$ cat src/rtl/pcih_pkg.sv
// Package: shared constants, codes and types of the charge integrator histogram.
`timescale 1ns / 1ps
`default_nettype none
package pcih_pkg;

    // Histogram geometry
    localparam int NUM_BINS   = 40;
    localparam int SLOT_COUNT = NUM_BINS + 2;
    localparam int SLOT_W     = 6;
    localparam int RAM_AW     = $clog2(SLOT_COUNT);
    // quotient bits of the bin index (index stays below NUM_BINS)
    localparam int QBITS      = (NUM_BINS > 1) ? $clog2(NUM_BINS) : 1;
    localparam int STEP_W     = $clog2(QBITS + 1);

    // Field widths
    localparam int SMP_W  = 12;
    localparam int WLEN_W = 16;
    localparam int SUM_W  = 28;
    localparam int CNT_W  = 32;
    localparam int CFG_W  = 28;
    localparam int CFG_AW = 2;

    // Register indexes
    localparam logic [CFG_AW-1:0] REG_PEDESTAL  = 2'd0;
    localparam logic [CFG_AW-1:0] REG_WINDOW    = 2'd1;
    localparam logic [CFG_AW-1:0] REG_HIST_MIN  = 2'd2;
    localparam logic [CFG_AW-1:0] REG_BIN_WIDTH = 2'd3;

    // Register reset values
    localparam logic [SMP_W-1:0]  PEDESTAL_RST  = 12'd2020;
    localparam logic [WLEN_W-1:0] WINDOW_RST    = 16'd2520;
    localparam logic [SUM_W-1:0]  HIST_MIN_RST  = 28'd200000;
    localparam logic [SUM_W-1:0]  BIN_WIDTH_RST = 28'd2500;

    // Saturation limits
    localparam logic [SUM_W-1:0] SUM_MAX   = '1;
    localparam logic [CNT_W-1:0] COUNT_MAX = '1;

    // Input operation codes
    localparam logic OP_SAMPLE = 1'b0;
    localparam logic OP_READ   = 1'b1;

    // Result kinds
    localparam logic KIND_WINDOW = 1'b0;
    localparam logic KIND_SLOT   = 1'b1;

    // Special slots
    localparam logic [SLOT_W-1:0] SLOT_UNDER = '0;
    localparam logic [SLOT_W-1:0] SLOT_OVER  = SLOT_W'(NUM_BINS + 1);

    // Binner result
    typedef struct packed {
        logic              done;
        logic [SLOT_W-1:0] slot;
    } bin_res_t;

endpackage
`default_nettype wire

$ cat src/rtl/pulse_charge_integrator_histogram.sv
// Top level: pedestal-subtracted window integrator with a saturating histogram.
`timescale 1ns / 1ps
`default_nettype none
// Each sample beat (tuser = 0) adds |sample - pedestal| into a 28-bit saturating
// accumulator; after window_length samples the window sum is sent out
// (tuser = 0) together with the histogram slot it fell in and that slot's new
// count. A read beat (tuser = 1) returns the count of one slot (0 for slots past
// the overflow slot). The input is ready only while idle, so a read or a closing
// sample is finished before the next beat is taken. A read goes through the
// histogram RAM read, then the output register. For a closing sample the bin
// index is found by a restoring divider that yields one quotient bit a cycle,
// followed by a read-modify-write of the histogram RAM. A sum below hist_min or
// past the last bin, or a zero bin width, skips the divider. A stalled output
// adds its wait to reads and closing samples. The histogram reads as zero right
// after reset, with no clearing pass. Configuration writes belong to idle periods.
module pulse_charge_integrator_histogram (
    input  wire logic                         clk,
    input  wire logic                         rst_n,
    // configuration write port
    input  wire logic                         cfg_wr_en,
    input  wire logic [pcih_pkg::CFG_AW-1:0]  cfg_addr,
    input  wire logic [pcih_pkg::CFG_W-1:0]   cfg_wdata,
    // input stream
    input  wire logic                         s_axis_tvalid,
    output logic                              s_axis_tready,
    input  wire logic [23:0]                  s_axis_tdata,  // sample[11:0], bin_select[17:12]
    input  wire logic                         s_axis_tuser,  // op
    // output stream
    output logic                              m_axis_tvalid,
    input  wire logic                         m_axis_tready,
    output logic      [71:0]                  m_axis_tdata,  // window_sum, bin_slot, bin_count
    output logic                              m_axis_tuser   // result_kind
);

    typedef enum logic [3:0] {
        ST_IDLE = 4'b0001,
        ST_READ = 4'b0010,
        ST_BIN  = 4'b0100,
        ST_UPD  = 4'b1000
    } state_t;

    state_t state_reg, state_next;

    // configuration registers
    logic [pcih_pkg::SMP_W-1:0]  pedestal_reg;
    logic [pcih_pkg::WLEN_W-1:0] window_reg;
    logic [pcih_pkg::SUM_W-1:0]  hist_min_reg;
    logic [pcih_pkg::SUM_W-1:0]  bin_width_reg;

    // integrator state
    logic [pcih_pkg::SUM_W-1:0]  acc_reg, acc_next;
    logic [pcih_pkg::WLEN_W-1:0] cnt_reg, cnt_next;
    logic [pcih_pkg::SUM_W-1:0]  sum_reg, sum_next;
    logic [pcih_pkg::SLOT_W-1:0] slot_reg, slot_next;
    logic                        range_reg, range_next;
    logic [pcih_pkg::SLOT_COUNT-1:0] valid_reg, valid_next;

    // output register
    logic                        out_valid_reg, out_valid_next;
    logic                        out_kind_reg, out_kind_next;
    logic [pcih_pkg::SUM_W-1:0]  out_sum_reg, out_sum_next;
    logic [pcih_pkg::SLOT_W-1:0] out_slot_reg, out_slot_next;
    logic [pcih_pkg::CNT_W-1:0]  out_count_reg, out_count_next;

    // beat decode
    logic                        in_op;
    logic [pcih_pkg::SMP_W-1:0]  in_sample;
    logic [pcih_pkg::SLOT_W-1:0] in_sel;
    logic                        accept;
    logic                        out_free;
    logic [pcih_pkg::SMP_W-1:0]  diff;
    logic [pcih_pkg::SUM_W:0]    acc_wide;
    logic [pcih_pkg::SUM_W-1:0]  acc_sat;
    logic [pcih_pkg::WLEN_W-1:0] cnt_inc;
    logic                        win_end;
    logic                        bin_start;

    // RAM and binner hookup
    logic                        ram_we;
    logic                        ram_re;
    logic [pcih_pkg::RAM_AW-1:0] ram_raddr;
    logic [pcih_pkg::CNT_W-1:0]  ram_rdata;
    logic [pcih_pkg::CNT_W-1:0]  cur_count;
    logic [pcih_pkg::CNT_W-1:0]  new_count;
    pcih_pkg::bin_res_t          bin_res;

    assign in_op     = s_axis_tuser;
    assign in_sample = s_axis_tdata[11:0];
    assign in_sel    = s_axis_tdata[17:12];

    assign s_axis_tready = (state_reg == ST_IDLE);
    assign accept        = s_axis_tvalid && s_axis_tready;
    assign out_free      = !out_valid_reg || m_axis_tready;

    // pedestal subtraction and saturating accumulate
    always_comb
    begin
        diff     = (in_sample >= pedestal_reg) ? (in_sample - pedestal_reg)
                                               : (pedestal_reg - in_sample);
        acc_wide = {1'b0, acc_reg} + (pcih_pkg::SUM_W + 1)'(diff);
        acc_sat  = acc_wide[pcih_pkg::SUM_W] ? pcih_pkg::SUM_MAX
                                             : acc_wide[pcih_pkg::SUM_W-1:0];
        cnt_inc  = cnt_reg + pcih_pkg::WLEN_W'(1);
        win_end  = (cnt_inc == window_reg);
    end

    assign bin_start = accept && (in_op == pcih_pkg::OP_SAMPLE) && win_end;

    // count read back from the RAM; unwritten slots read as zero
    always_comb
    begin
        cur_count = valid_reg[slot_reg] ? ram_rdata : '0;
        new_count = (cur_count == pcih_pkg::COUNT_MAX) ? cur_count
                                                       : cur_count + pcih_pkg::CNT_W'(1);
    end

    // sequencer
    always_comb
    begin
        state_next     = state_reg;
        acc_next       = acc_reg;
        cnt_next       = cnt_reg;
        sum_next       = sum_reg;
        slot_next      = slot_reg;
        range_next     = range_reg;
        valid_next     = valid_reg;
        out_valid_next = out_valid_reg && !m_axis_tready;
        out_kind_next  = out_kind_reg;
        out_sum_next   = out_sum_reg;
        out_slot_next  = out_slot_reg;
        out_count_next = out_count_reg;
        ram_we         = 1'b0;
        ram_re         = 1'b0;
        ram_raddr      = pcih_pkg::RAM_AW'(in_sel);

        case (state_reg)
            ST_IDLE:
            begin
                if (accept)
                begin
                    if (in_op == pcih_pkg::OP_READ)
                    begin
                        slot_next  = in_sel;
                        range_next = (pcih_pkg::SLOT_W + 1)'(in_sel)
                                     < (pcih_pkg::SLOT_W + 1)'(pcih_pkg::SLOT_COUNT);
                        ram_re     = range_next;
                        ram_raddr  = pcih_pkg::RAM_AW'(in_sel);
                        state_next = ST_READ;
                    end
                    else if (win_end)
                    begin
                        sum_next   = acc_sat;
                        acc_next   = '0;
                        cnt_next   = '0;
                        state_next = ST_BIN;
                    end
                    else
                    begin
                        acc_next = acc_sat;
                        cnt_next = cnt_inc;
                    end
                end
            end
            ST_READ:
            begin
                if (out_free)
                begin
                    out_valid_next = 1'b1;
                    out_kind_next  = pcih_pkg::KIND_SLOT;
                    out_sum_next   = '0;
                    out_slot_next  = slot_reg;
                    out_count_next = range_reg ? cur_count : '0;
                    state_next     = ST_IDLE;
                end
            end
            ST_BIN:
            begin
                if (bin_res.done)
                begin
                    slot_next  = bin_res.slot;
                    ram_re     = 1'b1;
                    ram_raddr  = pcih_pkg::RAM_AW'(bin_res.slot);
                    state_next = ST_UPD;
                end
            end
            ST_UPD:
            begin
                if (out_free)
                begin
                    ram_we              = 1'b1;
                    valid_next[slot_reg] = 1'b1;
                    out_valid_next      = 1'b1;
                    out_kind_next       = pcih_pkg::KIND_WINDOW;
                    out_sum_next        = sum_reg;
                    out_slot_next       = slot_reg;
                    out_count_next      = new_count;
                    state_next          = ST_IDLE;
                end
            end
            default:
            begin
                state_next = ST_IDLE;
            end
        endcase
    end

    // control state
    always_ff @(posedge clk or negedge rst_n)
    begin
        if (!rst_n)
        begin
            state_reg     <= ST_IDLE;
            acc_reg       <= '0;
            cnt_reg       <= '0;
            valid_reg     <= '0;
            out_valid_reg <= 1'b0;
        end
        else
        begin
            state_reg     <= state_next;
            acc_reg       <= acc_next;
            cnt_reg       <= cnt_next;
            valid_reg     <= valid_next;
            out_valid_reg <= out_valid_next;
        end
    end

    // configuration registers
    always_ff @(posedge clk or negedge rst_n)
    begin
        if (!rst_n)
        begin
            pedestal_reg  <= pcih_pkg::PEDESTAL_RST;
            window_reg    <= pcih_pkg::WINDOW_RST;
            hist_min_reg  <= pcih_pkg::HIST_MIN_RST;
            bin_width_reg <= pcih_pkg::BIN_WIDTH_RST;
        end
        else if (cfg_wr_en)
        begin
            case (cfg_addr)
                pcih_pkg::REG_PEDESTAL:  pedestal_reg  <= cfg_wdata[pcih_pkg::SMP_W-1:0];
                pcih_pkg::REG_WINDOW:    window_reg    <= cfg_wdata[pcih_pkg::WLEN_W-1:0];
                pcih_pkg::REG_HIST_MIN:  hist_min_reg  <= cfg_wdata[pcih_pkg::SUM_W-1:0];
                pcih_pkg::REG_BIN_WIDTH: bin_width_reg <= cfg_wdata[pcih_pkg::SUM_W-1:0];
                default:
                begin
                end
            endcase
        end
    end

    // payload registers
    always_ff @(posedge clk)
    begin
        sum_reg       <= sum_next;
        slot_reg      <= slot_next;
        range_reg     <= range_next;
        out_kind_reg  <= out_kind_next;
        out_sum_reg   <= out_sum_next;
        out_slot_reg  <= out_slot_next;
        out_count_reg <= out_count_next;
    end

    // histogram counts
    pcih_ram #(
        .WIDTH (pcih_pkg::CNT_W),
        .DEPTH (pcih_pkg::SLOT_COUNT)
    ) u_hist_ram (
        .clk   (clk),
        .we    (ram_we),
        .waddr (pcih_pkg::RAM_AW'(slot_reg)),
        .wdata (new_count),
        .re    (ram_re),
        .raddr (ram_raddr),
        .rdata (ram_rdata)
    );

    // bin index
    pcih_binner u_binner (
        .clk       (clk),
        .rst_n     (rst_n),
        .start     (bin_start),
        .sum       (acc_sat),
        .hist_min  (hist_min_reg),
        .bin_width (bin_width_reg),
        .res       (bin_res)
    );

    assign m_axis_tvalid = out_valid_reg;
    assign m_axis_tuser  = out_kind_reg;
    assign m_axis_tdata  = {6'd0, out_count_reg, out_slot_reg, out_sum_reg};

endmodule
`default_nettype wire

$ cat src/rtl/pcih_ram.sv
// Generic single-write, single-read RAM with registered read data.
`timescale 1ns / 1ps
`default_nettype none
module pcih_ram #(
    parameter int WIDTH = 32,
    parameter int DEPTH = 42
) (
    input  wire logic                     clk,
    input  wire logic                     we,
    input  wire logic [$clog2(DEPTH)-1:0] waddr,
    input  wire logic [WIDTH-1:0]         wdata,
    input  wire logic                     re,
    input  wire logic [$clog2(DEPTH)-1:0] raddr,
    output logic      [WIDTH-1:0]         rdata
);

    logic [WIDTH-1:0] mem [DEPTH];

    // write port
    always_ff @(posedge clk)
    begin
        if (we)
        begin
            mem[waddr] <= wdata;
        end
    end

    // read port, data holds until the next read
    always_ff @(posedge clk)
    begin
        if (re)
        begin
            rdata <= mem[raddr];
        end
    end

endmodule
`default_nettype wire

$ cat src/rtl/pcih_binner.sv
// Bin index unit: maps a window sum to a histogram slot, one quotient bit per cycle.
`timescale 1ns / 1ps
`default_nettype none
module pcih_binner (
    input  wire logic                        clk,
    input  wire logic                        rst_n,
    input  wire logic                        start,
    input  wire logic [pcih_pkg::SUM_W-1:0]  sum,
    input  wire logic [pcih_pkg::SUM_W-1:0]  hist_min,
    input  wire logic [pcih_pkg::SUM_W-1:0]  bin_width,
    output pcih_pkg::bin_res_t               res
);

    localparam int LIM_W = pcih_pkg::SUM_W + pcih_pkg::QBITS;

    logic                          busy_reg, busy_next;
    logic                          done_reg, done_next;
    logic [pcih_pkg::SLOT_W-1:0]   slot_reg, slot_next;
    logic [pcih_pkg::SUM_W-1:0]    rem_reg, rem_next;
    logic [pcih_pkg::SUM_W-1:0]    bw_reg, bw_next;
    logic [pcih_pkg::QBITS-1:0]    quo_reg, quo_next;
    logic [pcih_pkg::STEP_W-1:0]   step_reg, step_next;

    logic [pcih_pkg::SUM_W:0]      off;
    logic [LIM_W-1:0]              limit;
    logic [LIM_W-1:0]              shifted;
    logic                          below;
    logic                          over;

    // range checks at start
    always_comb
    begin
        off   = {1'b0, sum} - {1'b0, hist_min};
        below = off[pcih_pkg::SUM_W];
        limit = LIM_W'(bin_width) * LIM_W'(pcih_pkg::NUM_BINS);
        over  = (bin_width == '0) || (LIM_W'(off[pcih_pkg::SUM_W-1:0]) >= limit);
    end

    // restoring division step
    always_comb
    begin
        shifted    = LIM_W'(bw_reg) << step_reg;
        busy_next  = busy_reg;
        done_next  = 1'b0;
        slot_next  = slot_reg;
        rem_next   = rem_reg;
        bw_next    = bw_reg;
        quo_next   = quo_reg;
        step_next  = step_reg;
        if (start)
        begin
            if (below)
            begin
                done_next = 1'b1;
                slot_next = pcih_pkg::SLOT_UNDER;
            end
            else if (over)
            begin
                done_next = 1'b1;
                slot_next = pcih_pkg::SLOT_OVER;
            end
            else
            begin
                busy_next = 1'b1;
                rem_next  = off[pcih_pkg::SUM_W-1:0];
                bw_next   = bin_width;
                quo_next  = '0;
                step_next = pcih_pkg::STEP_W'(pcih_pkg::QBITS - 1);
            end
        end
        else if (busy_reg)
        begin
            if (LIM_W'(rem_reg) >= shifted)
            begin
                rem_next = rem_reg - shifted[pcih_pkg::SUM_W-1:0];
                quo_next = quo_reg | (pcih_pkg::QBITS'(1) << step_reg);
            end
            if (step_reg == '0)
            begin
                busy_next = 1'b0;
                done_next = 1'b1;
                slot_next = pcih_pkg::SLOT_W'(quo_next) + pcih_pkg::SLOT_W'(1);
            end
            else
            begin
                step_next = step_reg - pcih_pkg::STEP_W'(1);
            end
        end
    end

    // control state
    always_ff @(posedge clk or negedge rst_n)
    begin
        if (!rst_n)
        begin
            busy_reg <= 1'b0;
            done_reg <= 1'b0;
        end
        else
        begin
            busy_reg <= busy_next;
            done_reg <= done_next;
        end
    end

    // datapath
    always_ff @(posedge clk)
    begin
        slot_reg <= slot_next;
        rem_reg  <= rem_next;
        bw_reg   <= bw_next;
        quo_reg  <= quo_next;
        step_reg <= step_next;
    end

    assign res.done = done_reg;
    assign res.slot = slot_reg;

endmodule
`default_nettype wire
$ cat config.mk
export PLATFORM = sky130hd
export DESIGN_NAME = pulse_charge_integrator_histogram
export DESIGN_NICKNAME = d
export VERILOG_FILES = /design/src/rtl/pcih_pkg.sv /design/src/rtl/pulse_charge_integrator_histogram.sv /design/src/rtl/pcih_ram.sv /design/src/rtl/pcih_binner.sv
export SDC_FILE = /design/constraint.sdc
export NUM_CORES = 2
export LEC_CHECK = 0
export BUFFER_PORTS_ARGS = -buffer_cell sky130_fd_sc_hd__buf_2
export CAP_MARGIN = 20
export CORE_ASPECT_RATIO = 0.9
export CORE_MARGIN = 3
export CORE_UTILIZATION = 60
export CTS_CLUSTER_DIAMETER = 100
export CTS_CLUSTER_SIZE = 25
export DETAILED_ROUTE_END_ITERATION = 8
export GPL_TIMING_DRIVEN = 0
export PLACE_DENSITY = 0.77
export SETUP_SLACK_MARGIN = 0.5
export SKIP_CTS_REPAIR_TIMING = 1
export SYNTH_ARGS = -nofsm -noshare
export SYNTH_HDL_FRONTEND = slang
export SYNTH_SLANG_ARGS = --single-unit
$ cat constraint.sdc
create_clock -name clk -period 22.1 [get_ports clk]
set_clock_uncertainty 0.1 [all_clocks]
set_input_delay 2.21 -clock clk [delete_from_list [all_inputs] [get_ports clk]]
set_output_delay 2.21 -clock clk [all_outputs]
set_load 0.02 [all_outputs]
==> impl_metrics.csv <==
group,metric,value,unit
synthesis,synth_edf_count,1549,
critical_path,path_depth,48,
cts,clockRootBuffer,"clkbuf_16",
critical_path,crit_type,"in -> reg",
placed_design,place_congestion,0.9984,
routing,routedWlPerCell,30.98,microns
power,clockPowerShare,23.0,%
placed_design,dp.cells,6736,
die,die-height,344.1,microns
power,power_density,87.83,nW/um^2
routing,vias_per_cell,6.733,
hold_path,whs_path_depth,0,
power,p_sw_share,31.85,%
global_route,grtUsageTotal,32.33,%
sta,finalSetupTns,0,ps
die,initial_core_util,60.68,%
job,cap_violations,1,
routing,drt-initial-drc-count,6954,
sta,min_period,13080,ps
critical_path,cpMostUsedCell,"a21oi_1",
routing,drtPass1Iterations,8,
synthesis,dominantRegCellSynth,"edfxtp_1",
critical_path,cp-start-kind,"input port",
cts,clk_pin_slew_worst_paths,110,ps
final_layout,fillers,8311,
final_layout,largest_reg_flops,1344,
sta,slew_violations,0,
outcome,violations,"max-capacitance violations",
power,p_leak,29.37,nW
die,core_area,125600,sq um
cts,clk_latency,750,ps
routing,drc,0,
sta,worstMarginPinSlew,1473,ps
routing,detail-route-antenna-nets,0,
critical_path,worst_path_max_delay_cell,"clkbuf_1",
die,ios,135,
die,die_width,381.7,microns
global_route,overflow,0,
global_route,grt_pass1_wl,305000,microns
sta,max_freq,76.44,MHz
critical_path,cpPeakStageDelay,530,ps
cts,cts_buffers,80,
power,ir_drop,0.1348,mV
cts,htree_levels,3,
global_route,grt_pass1_vias,44130,
placed_design,dp_hpwl,151200,microns
cts,cts_tree,"done",
hold_path,min_path_type,"reg -> reg",
power,intPower,5.018,mW
critical_path,cp_data_required_time,22500,ps
power,seqPwrFrac,50.4,%
critical_path,cp_max_fo,10,
sta,relSlewSlack,1.149,%
outcome,run_status,"finished, violations left",
final_layout,final_area,83830,sq um
global_route,antenna_found_initial,15,
power,switchingPower,2.345,mW
synthesis,synthDistinctLibCells,95,
sta,rsz0062_at_grt,"false",
die,rows,123,
synthesis,seq_area_frac_synth,66.89,%
synthesis,ys_ff_latch,1726,
critical_path,end_kind,"flip-flop",
final_layout,drive_gt1_share,20.93,%
sta,finalCritPeriodShare,59.19,%
synthesis,yosys_warnings,0,
final_layout,nets,5384,
critical_path,worstPathArrival,13490,ps
placed_design,placed_cell_area,81440,sq um
final_layout,final_cells,6870,
synthesis,synthArstFlopShare,10.25,%
die,die_area,131300,sq um
placed_design,io_buffers,122,
routing,finalWirelength,212800,microns
synthesis,synth_cells,4830,
routing,num_vias,46259,
sta,setup_viol,0,
cts,clk_path_buf_depth,3,
synthesis,synth_area,76210,sq um
critical_path,r2r_cells,46,
critical_path,critical_path_buf_inv_count,7,
critical_path,path_delay_family,"compound AO/OA/AOI/OAI gates",
global_route,grt_max_degree,95,
final_layout,syn_to_final_growth,10.01,%
sta,finalHoldViolCount,0,
cts,numClockSinks,1726,
synthesis,syn_area_per_cell,15.78,sq um
power,combinationalPowerShare,26.6,%
-- cell type report --
| class | count | area (sq um) | area share [%] |
|---|---|---|---|
| clock buffer | 109 | 2142 | 2.555 |
| multi-input combinational | 2777 | 24300 | 28.98 |
| inverter | 106 | 397.9 | 0.4746 |
| tap | 1687 | 2111 | 2.518 |
| antenna | 3 | 7.507 | 0.008955 |
| sequential | 1726 | 50980 | 60.81 |
| timing repair buffer | 225 | 2516 | 3.001 |
| buffer | 226 | 1249 | 1.490 |
| clock inverter | 11 | 135.1 | 0.1612 |
-- kinds of logic (layout without fill, tap and decap cells) --
family | Yosys count | in the layout | synth area share, %
fa+ha+maj | 182 | 182 | 3.047
xor+xnor | 142 | 142 | 1.632
simple gates | 1210 | 1210 | 7.498
buf+inv | 332 | 677 | 2.161
other cells | 1 | 9 | 0.004921
mux | 520 | 520 | 12.60
compound gates | 717 | 717 | 6.165
flops | 1726 | 1726 | 66.89
-- metrics by stage --
stage	power, mW	worst slack, ps	util [%]	hold slack, ps
5_1_grt	7.620	8513	66.75	386.5
3_5_place_dp	5.657	8554	64.85	338.7
2_1_floorplan	4.961	8435	-	320.6
3_3_place_gp	5.609	5528	62.86	345.7
6_report	7.363	9019	66.76	368.7
4_1_cts	7.301	9311	66.67	365.2
-- cell usage after synthesis (all sizes together), types with 58 or more instances --
cell / count / share of area [%]
edfxtp: 1549 / 61
nand2: 531 / 2.6
mux4: 338 / 10
nor2: 204 / 1.0
a21oi: 201 / 1.3
ha: 176 / 2.9
dfrtp: 152 / 5.0
o21ai: 140 / 0.92
mux2: 124 / 1.8
buf: 113 / 1.1
clkbuf: 113 / 0.57
nand3: 112 / 0.74
inv: 105 / 0.52
xnor2: 88 / 1.0
and3: 64 / 0.53
mux2i: 58 / 0.78
-- worst paths after layout --
kind                                 start                  end  slack, ps
max                        s_axis_tdata[0]  u_binner.bw_reg[21]       9020
min                            slot_reg[0]      out_slot_reg[0]        370
max reg2reg                pedestal_reg[0]  u_binner.bw_reg[21]      10310
min reg2reg                    slot_reg[0]      out_slot_reg[0]        370
max in group asynchronous            rst_n        window_reg[3]      19610
min in group asynchronous            rst_n     hist_min_reg[22]       1360
-- layer usage --
metal / GRT usage [%] / vias up / wire length [microns]
li1: - / 19347 / -
met1: 47.28 / 23495 / 81100
met2: 47.37 / 3019 / 94700
met3: 9.914 / 398 / 29550
met4: 9.866 / 0 / 7494
met5: 0 / - / 0
-- placed cells by master (no fill, tap or decap), types with 17 or more instances in the layout --
cell type	instances
edfxtp_1	1549
nand2_1	530
mux4_2	338
a21oi_1	201
ha_1	176
buf_2	155
dfrtp_1	152
nor2_1	141
clkbuf_1	137
o21ai_0	136
mux2_2	124
nand3_1	112
inv_1	105
xnor2_1	84
clkbuf_16	81
and3_1	63
nor2_4	63
buf_4	58
a31oi_1	56
mux2i_1	55
buf_12	52
a21o_1	50
or2_2	49
xor2_1	49
a211oi_1	47
and2_1	46
nor2b_1	37
nor3_1	33
nand2b_1	30
nand4_1	29
o21a_1	28
a311oi_1	27
dfstp_2	25
o21bai_1	20
buf_16	20
a22o_1	17
buf_8	17
-- power by group through the flow --
stage                     Clock, mW  Sequential [mW]  Combinational [mW]
after floorplan                   0             3.78                1.18
after global placement            0             3.79                1.82
after detailed placement          0             3.78                1.87
after CTS                      1.70             3.71                1.89
after global routing           1.80             3.72                2.10
final                          1.69             3.71                1.96
(Power assumes the default switching activity.)
